$ cat config.mk
export PLATFORM = sky130hd
export DESIGN_NAME = tcik_front
export DESIGN_NICKNAME = d
export VERILOG_FILES = /design/src/tcik_pkg.sv /design/src/tcik_front.sv
export SDC_FILE = /design/constraint.sdc
export NUM_CORES = 1
export LEC_CHECK = 0
export BUFFER_PORTS_ARGS = -buffer_cell sky130_fd_sc_hd__buf_2
export CAP_MARGIN = 20
export CORE_ASPECT_RATIO = 0.6
export CORE_MARGIN = 3
export CORE_UTILIZATION = 35
export DETAILED_ROUTE_END_ITERATION = 10
export PLACE_DENSITY_LB_ADDON = 0.05
export SLEW_MARGIN = 20
export SYNTH_ARGS = -nofsm -noshare
export SYNTH_HDL_FRONTEND = slang
export SYNTH_SLANG_ARGS = --single-unit
export TNS_END_PERCENT = 30
$ cat constraint.sdc
create_clock -name i_clk -period 13.85 [get_ports i_clk]
set_clock_uncertainty 0.05 [all_clocks]
set_input_delay 2.0775 -clock i_clk [delete_from_list [all_inputs] [get_ports i_clk]]
set_output_delay 2.0775 -clock i_clk [all_outputs]
set_load 0.005 [all_outputs]
$ cat src/tcik_pkg.sv
// Shared types and constants of the two-cable planar inverse kinematics unit.
// No dependencies.
package tcik_pkg;

    localparam int unsigned FIFO_DEPTH = 4;
    localparam int unsigned CFG_IDX_W  = 3;

    localparam logic [CFG_IDX_W-1:0] CFG_ANCHOR_A_X  = 3'd0;
    localparam logic [CFG_IDX_W-1:0] CFG_ANCHOR_A_Z  = 3'd1;
    localparam logic [CFG_IDX_W-1:0] CFG_ANCHOR_B_X  = 3'd2;
    localparam logic [CFG_IDX_W-1:0] CFG_ANCHOR_B_Z  = 3'd3;
    localparam logic [CFG_IDX_W-1:0] CFG_WIRE_LENGTH = 3'd4;
    localparam logic [CFG_IDX_W-1:0] CFG_REV_SCALE   = 3'd5;

    typedef struct packed {
        logic signed [31:0] pos_x;
        logic signed [31:0] pos_z;
        logic signed [31:0] vel_x;
        logic signed [31:0] vel_z;
    } t_in;

    typedef struct packed {
        logic signed [31:0] motor_a_position;
        logic signed [31:0] motor_a_velocity;
        logic signed [31:0] motor_b_position;
        logic signed [31:0] motor_b_velocity;
        logic               at_anchor_a;
        logic               at_anchor_b;
        logic               saturated;
    } t_out;

    // Queued job: offsets to both anchors plus the velocity.
    typedef struct packed {
        logic signed [32:0] dax;
        logic signed [32:0] daz;
        logic signed [32:0] dbx;
        logic signed [32:0] dbz;
        logic signed [31:0] vx;
        logic signed [31:0] vz;
    } t_job;

    // One motor's result.
    typedef struct packed {
        logic signed [31:0] pos;
        logic signed [31:0] vel;
        logic               at;
        logic               sat;
    } t_motor;

endpackage

$ cat src/tcik_front.sv
// Front end: accepts input beats, forms anchor offsets, queues jobs.
// Depends on tcik_pkg.
module tcik_front (
    input  logic                i_clk,
    input  logic                i_rst_n,
    input  logic                i_valid,
    output logic                o_stall,
    input  tcik_pkg::t_in       i_data,
    input  logic signed [31:0]  i_anchor_a_x,
    input  logic signed [31:0]  i_anchor_a_z,
    input  logic signed [31:0]  i_anchor_b_x,
    input  logic signed [31:0]  i_anchor_b_z,
    output logic                o_head_valid,
    output tcik_pkg::t_job      o_head,
    input  logic                i_pop
);
    import tcik_pkg::*;

    localparam int unsigned PW = $clog2(FIFO_DEPTH);

    t_job            r_mem [FIFO_DEPTH];
    logic [PW-1:0]   r_wp, r_rp;
    logic [PW:0]     r_cnt;
    logic            push, pop;
    t_job            job;

    assign o_stall      = (r_cnt == (PW+1)'(FIFO_DEPTH));
    assign o_head_valid = (r_cnt != '0);
    assign o_head       = r_mem[r_rp];
    assign push         = i_valid && !o_stall;
    assign pop          = i_pop && o_head_valid;

    always_comb begin
        job.dax = {i_data.pos_x[31], i_data.pos_x} - {i_anchor_a_x[31], i_anchor_a_x};
        job.daz = {i_data.pos_z[31], i_data.pos_z} - {i_anchor_a_z[31], i_anchor_a_z};
        job.dbx = {i_data.pos_x[31], i_data.pos_x} - {i_anchor_b_x[31], i_anchor_b_x};
        job.dbz = {i_data.pos_z[31], i_data.pos_z} - {i_anchor_b_z[31], i_anchor_b_z};
        job.vx  = i_data.vel_x;
        job.vz  = i_data.vel_z;
    end

    always_ff @(posedge i_clk) begin
        if (push) begin
            r_mem[r_wp] <= job;
        end
    end

    always_ff @(posedge i_clk) begin
        if (!i_rst_n) begin
            r_wp  <= '0;
            r_rp  <= '0;
            r_cnt <= '0;
        end else begin
            if (push) r_wp <= r_wp + 1'b1;
            if (pop)  r_rp <= r_rp + 1'b1;
            if (push && !pop)      r_cnt <= r_cnt + 1'b1;
            else if (!push && pop) r_cnt <= r_cnt - 1'b1;
        end
    end

endmodule

After elaboration in Yosys (flattened, before gate mapping)
Memories as Yosys holds them, arrays and structs flattened. A register that Yosys moved wholly into a read port is not among the register bits. Cells that the tools add are included.

Memories: 1. Input port bits: 260. Bits in registers: 7. Bits in writable memories: 784. Output and inout port bits: 198.

Reduce and logical (&&, ||, !) cells: 9. Mux-type cells: 6. Add/sub/neg operators: 8. Equality and inequality tests: 1.

Memory list: r_mem (words 4, width 196, rd ports 1, clocked after Yosys merged registers in 1, write ports 1, RTL line tcik_front.sv:21) `t_job r_mem [FIFO_DEPTH];`.

Operator list (number): subtractor 32 x 32 -> 33 bit (4); two-way mux 3 bit (2); adder 2 x 1 -> 2 bit (second input constant) (2); logical AND 1 bit (4); two-way mux 2 bit (2); adder 3 x 1 -> 3 bit (second input constant) (1); equality test 3 bit (second input constant) (1); zero test 1 bit (3); nonzero test 3 bit (1); subtractor 3 x 1 -> 3 bit (second input constant) (1); two-way mux 1 bit (2); nonzero test 2 bit (1).

Depth between registers and ports, before layout
Word-level depth: 7. Gate-level depth with buffers: 12.

Worst setup path before layout
OpenSTA, ideal clock, no wires.

Kind: input -> register. From: in i_valid. To: mem r_mem[0][0] (netlist name), enable pin. Library setup time: 0.580 ns. Arrival time: 6.928 ns. Path buffers: 1. Stages on the path: 3. Slack: 6.291 ns. Path through: nor2b_1 > clkbuf_1 > and2_1.

Cells in the longest elaborated chain, start to end: 3.

Ends and longest elaborated chain: from (decl) (RTL line tcik_front.sv:6) `input logic i_valid,`; logical AND 1 bit (RTL line tcik_front.sv:30) `assign push = i_valid && !o_stall;`; via push (RTL line tcik_front.sv:24) `logic push, pop;`; two-way mux 1 bit (RTL line tcik_front.sv:43) `if (push) begin`; two-way mux 1 bit (implied by the code) (RTL line tcik_front.sv:44) `r_mem[r_wp] <= job;`; to (decl) (RTL line tcik_front.sv:21).

The timed path passes the listed nets, and every way through them passes these cells.

==> results.yml <==
cells_and_area:
  syn2layout_area_growth_pct: 18.52
  multi_input_area_sq_mm: 0.01087
  stdcell_count: 4000
  num-nets-final: 3005
  finish.utilization: 0.4230
  drive_gt1_frac: 0.3044
  num-fill-cells: 9051
  register_area_sq_mm: 0.02373
  stdcell_area_sq_mm: 0.04202
cts:
  cts_sinks: 793
  numCtsBuffers: 81
  cts_tree: "built"
  cts_resized: 0
  clk_latency_ns: 0.66
  post_cts_buffers: 0
  cts_hold_buf: 0
  root_buffer: "clkbuf_16"
  htreeDepth: 3
  path_clk_slew_ns: 0.06
  clockBufferDepth: 3
global_route:
  grt_pass1_vias: 20947
  grt_pass1_wl_um: 139200
  grt_overflow: 0
  grt_start_max_net_pins: 81
  grt_util_all_layers: 0.1799
  grt_antenna_before_repair: 11
sta:
  setup_violations: 0
  final_hold_viol_count: 0
  max_slew_margin: 0.3391
  rsz0062_at_grt: "false"
  fin_crit_ns: 6.192
  fmax_mhz: 161.5
  worstMarginPinSlew_ns: 0.9913
  holdWs_ns: 0.4975
  slew_viol_final: 0
  min_period_over_period: 0.4471
  fin_tns_setup_ns: 0
pwr:
  p_per_area_mw_per_mm2: 172.3
  p_leak_nw: 15.23
  peakVddDrop_uv: 96.61
worst_setup_path:
  start_kind: "flop"
  cp_cell_sequence: "buf_12 -> buf_4 -> mux4_2 -> buf_2"
  crit_type: "reg -> out"
  end_kind: "primary output"
  worstPathArrival_ns: 4.06
  cp_max_fo: 80
  max_stage_delay_ns: 0.96
  slowest_stage: "dfxtp_4"
  worstPathRequired_ns: 11.72
detailed_routing:
  route.detailed.drc: 0
  viasPerCell: 5.145
  routed_wl_um: 96510
  first_pass_iters: 5
  vias: 20580
  final_antenna_net_count: 0
  wire_per_inst_um: 24.13
  drtIter0Drc: 1385
placement:
  dp.cells: 3843
  dp_hpwl_um: 65680
  gp_congestion: 0.8464
  port_buffers: 457
  placed_area_sq_mm: 0.03933
die:
  start_util: 0.3569
  core_area_sq_mm: 0.09933
  die_w_um: 416.9
  die_y_um: 252.5
  ioPinCount: 458
  dieArea_sq_mm: 0.1053
  num_rows: 89
synth:
  synthTopCellsByArea: "edfxtp_1 66%, mux4_2 12%, ha_1 4.7%"
  synth_edf_count: 784
  ys_warn_count: 0
  syn_area_per_cell_sq_um: 16.80
  mappedNetlistArea_sq_mm: 0.03545
  synthCells: 2110
  synth-main-ff-cell: "edfxtp_1"
  yosysTopAreaCell: "edfxtp_1"
  ys_ff_latch: 793
  synth_top_area_frac: 0.6640
  synth_nets: 2508
  ys_types: 63
  async_flop_share: 0
  ys_seq_area_frac: 0.6691
min_path:
  min_path_type: "reg -> reg"
flow_run:
  maxCapViolCount: 0
run_status:
  status: "finished clean"
## power by group
| group | internal (mW) | leakage (nW) | switching, mW |
|---|---|---|---|
| registers | 3.04 | 7.26 | 0.107 |
| clock network | 1.25 | 1.30 | 0.948 |
| logic | 0.843 | 6.67 | 1.04 |
## synthesized netlist by cell type (5+ instances only)
library cell    n
a211oi_1        8
a21boi_0        5
a21o_1         43
a21oi_1       118
a31oi_1        12
and2_1         14
and3_1         10
buf_1          24
clkbuf_1       37
dfxtp_1         9
edfxtp_1      784
fa_1            5
ha_1          133
inv_1         171
mux2i_1         7
mux4_2        196
nand2_1        66
nand2b_1       18
nand3_1        26
nand4_1        18
nor2_1         67
nor2b_1        22
nor3_1         16
o211ai_1       11
o21a_1         19
o21ai_0        69
o21bai_1       20
o31a_1          7
or2_2           5
or3_1           9
xnor2_1        73
xor2_1         35
## per-stage QoR
step | worst slack [ns] | total power [mW]
CTS | 7.310 | 7.404
finish | 7.658 | 7.241
global route | 7.145 | 7.614
floorplan | 6.291 | 4.321
detailed placement | 8.041 | 5.164
global placement | 8.080 | 5.141
## cell usage in the layout (no fill, tap or decap), types with 5 or more instances in the layout
master / instances
ha_1: 133
buf_2: 457
a21boi_0: 5
or3_1: 9
xnor2_1: 73
clkinv_2: 18
nand3_1: 26
o21a_1: 19
dfxtp_1: 7
clkbuf_1: 10
a21o_1: 43
clkbuf_16: 81
inv_1: 171
fa_1: 5
o31a_1: 7
a21oi_1: 118
a211oi_1: 8
o21ai_0: 69
buf_4: 17
edfxtp_1: 784
or2_2: 5
and2_1: 10
xor2_1: 35
diode_2: 10
nand2b_1: 18
o21bai_1: 20
nand2_1: 66
nand4_1: 18
nor3_1: 16
bufinv_16: 9
mux2i_1: 7
nor2b_1: 22
o211ai_1: 11
nor2_1: 67
and3_1: 10
clkinv_1: 15
a31oi_1: 12
mux4_2: 196
## sequential cells by signal, summed over array words and instances, names as in the netlist, named ones only
signal	flops
r_rp	2
r_cnt	3
r_wp	2
r_mem	784
## logic make-up (layout without fill, tap and decap cells)
family          count (synthesis)  in the layout  synth area share
other cells                     0             10                 0
xor+xnor                      108            108           0.02668
compound gates                349            349           0.06285
mux                           203            203            0.1265
fa+ha+maj                     138            138           0.04976
buf+inv                       232            793           0.02456
simple gates                  287            287           0.04055
flops                         793            793            0.6691
## critical path, delay by kind of cell, from the launching register on
kind	cells	cell delay, ns
buffers and inverters	3	1.51
flip-flops	1	0.96
multiplexers	1	0.64
## final timing paths
| path | slack (ns) | to | from | cells past startpoint |
|---|---|---|---|---|
| min | 0.50 | r_cnt[2] | r_cnt[2] | 2 |
| max | 7.66 | o_head[106] | flop | 4 |
| min reg2reg | 0.50 | r_cnt[2] | r_cnt[2] | 2 |
| max reg2reg | 9.89 | r_mem[2][195] | r_cnt[0] | 5 |
## area by class of cell
cell class | instances | area share
flip-flops and latches | 793 | 0.5647
multi-input cells | 1085 | 0.2587
repair buffers | 475 | 0.05794
clock buffers | 91 | 0.04913
well taps | 1319 | 0.03927
inverters | 171 | 0.01528
clock inverters | 56 | 0.01435
diodes | 10 | 0.0005955
## metal layers
layer,GRT usage,up-vias,share of wire
li1,-,9342,-
met1,0.2570,10591,0.47
met2,0.2794,529,0.46
met3,0.03897,118,0.050
met4,0.04835,0,0.021
met5,0,-,0
No activity file was read; power rests on OpenSTA's default activity.
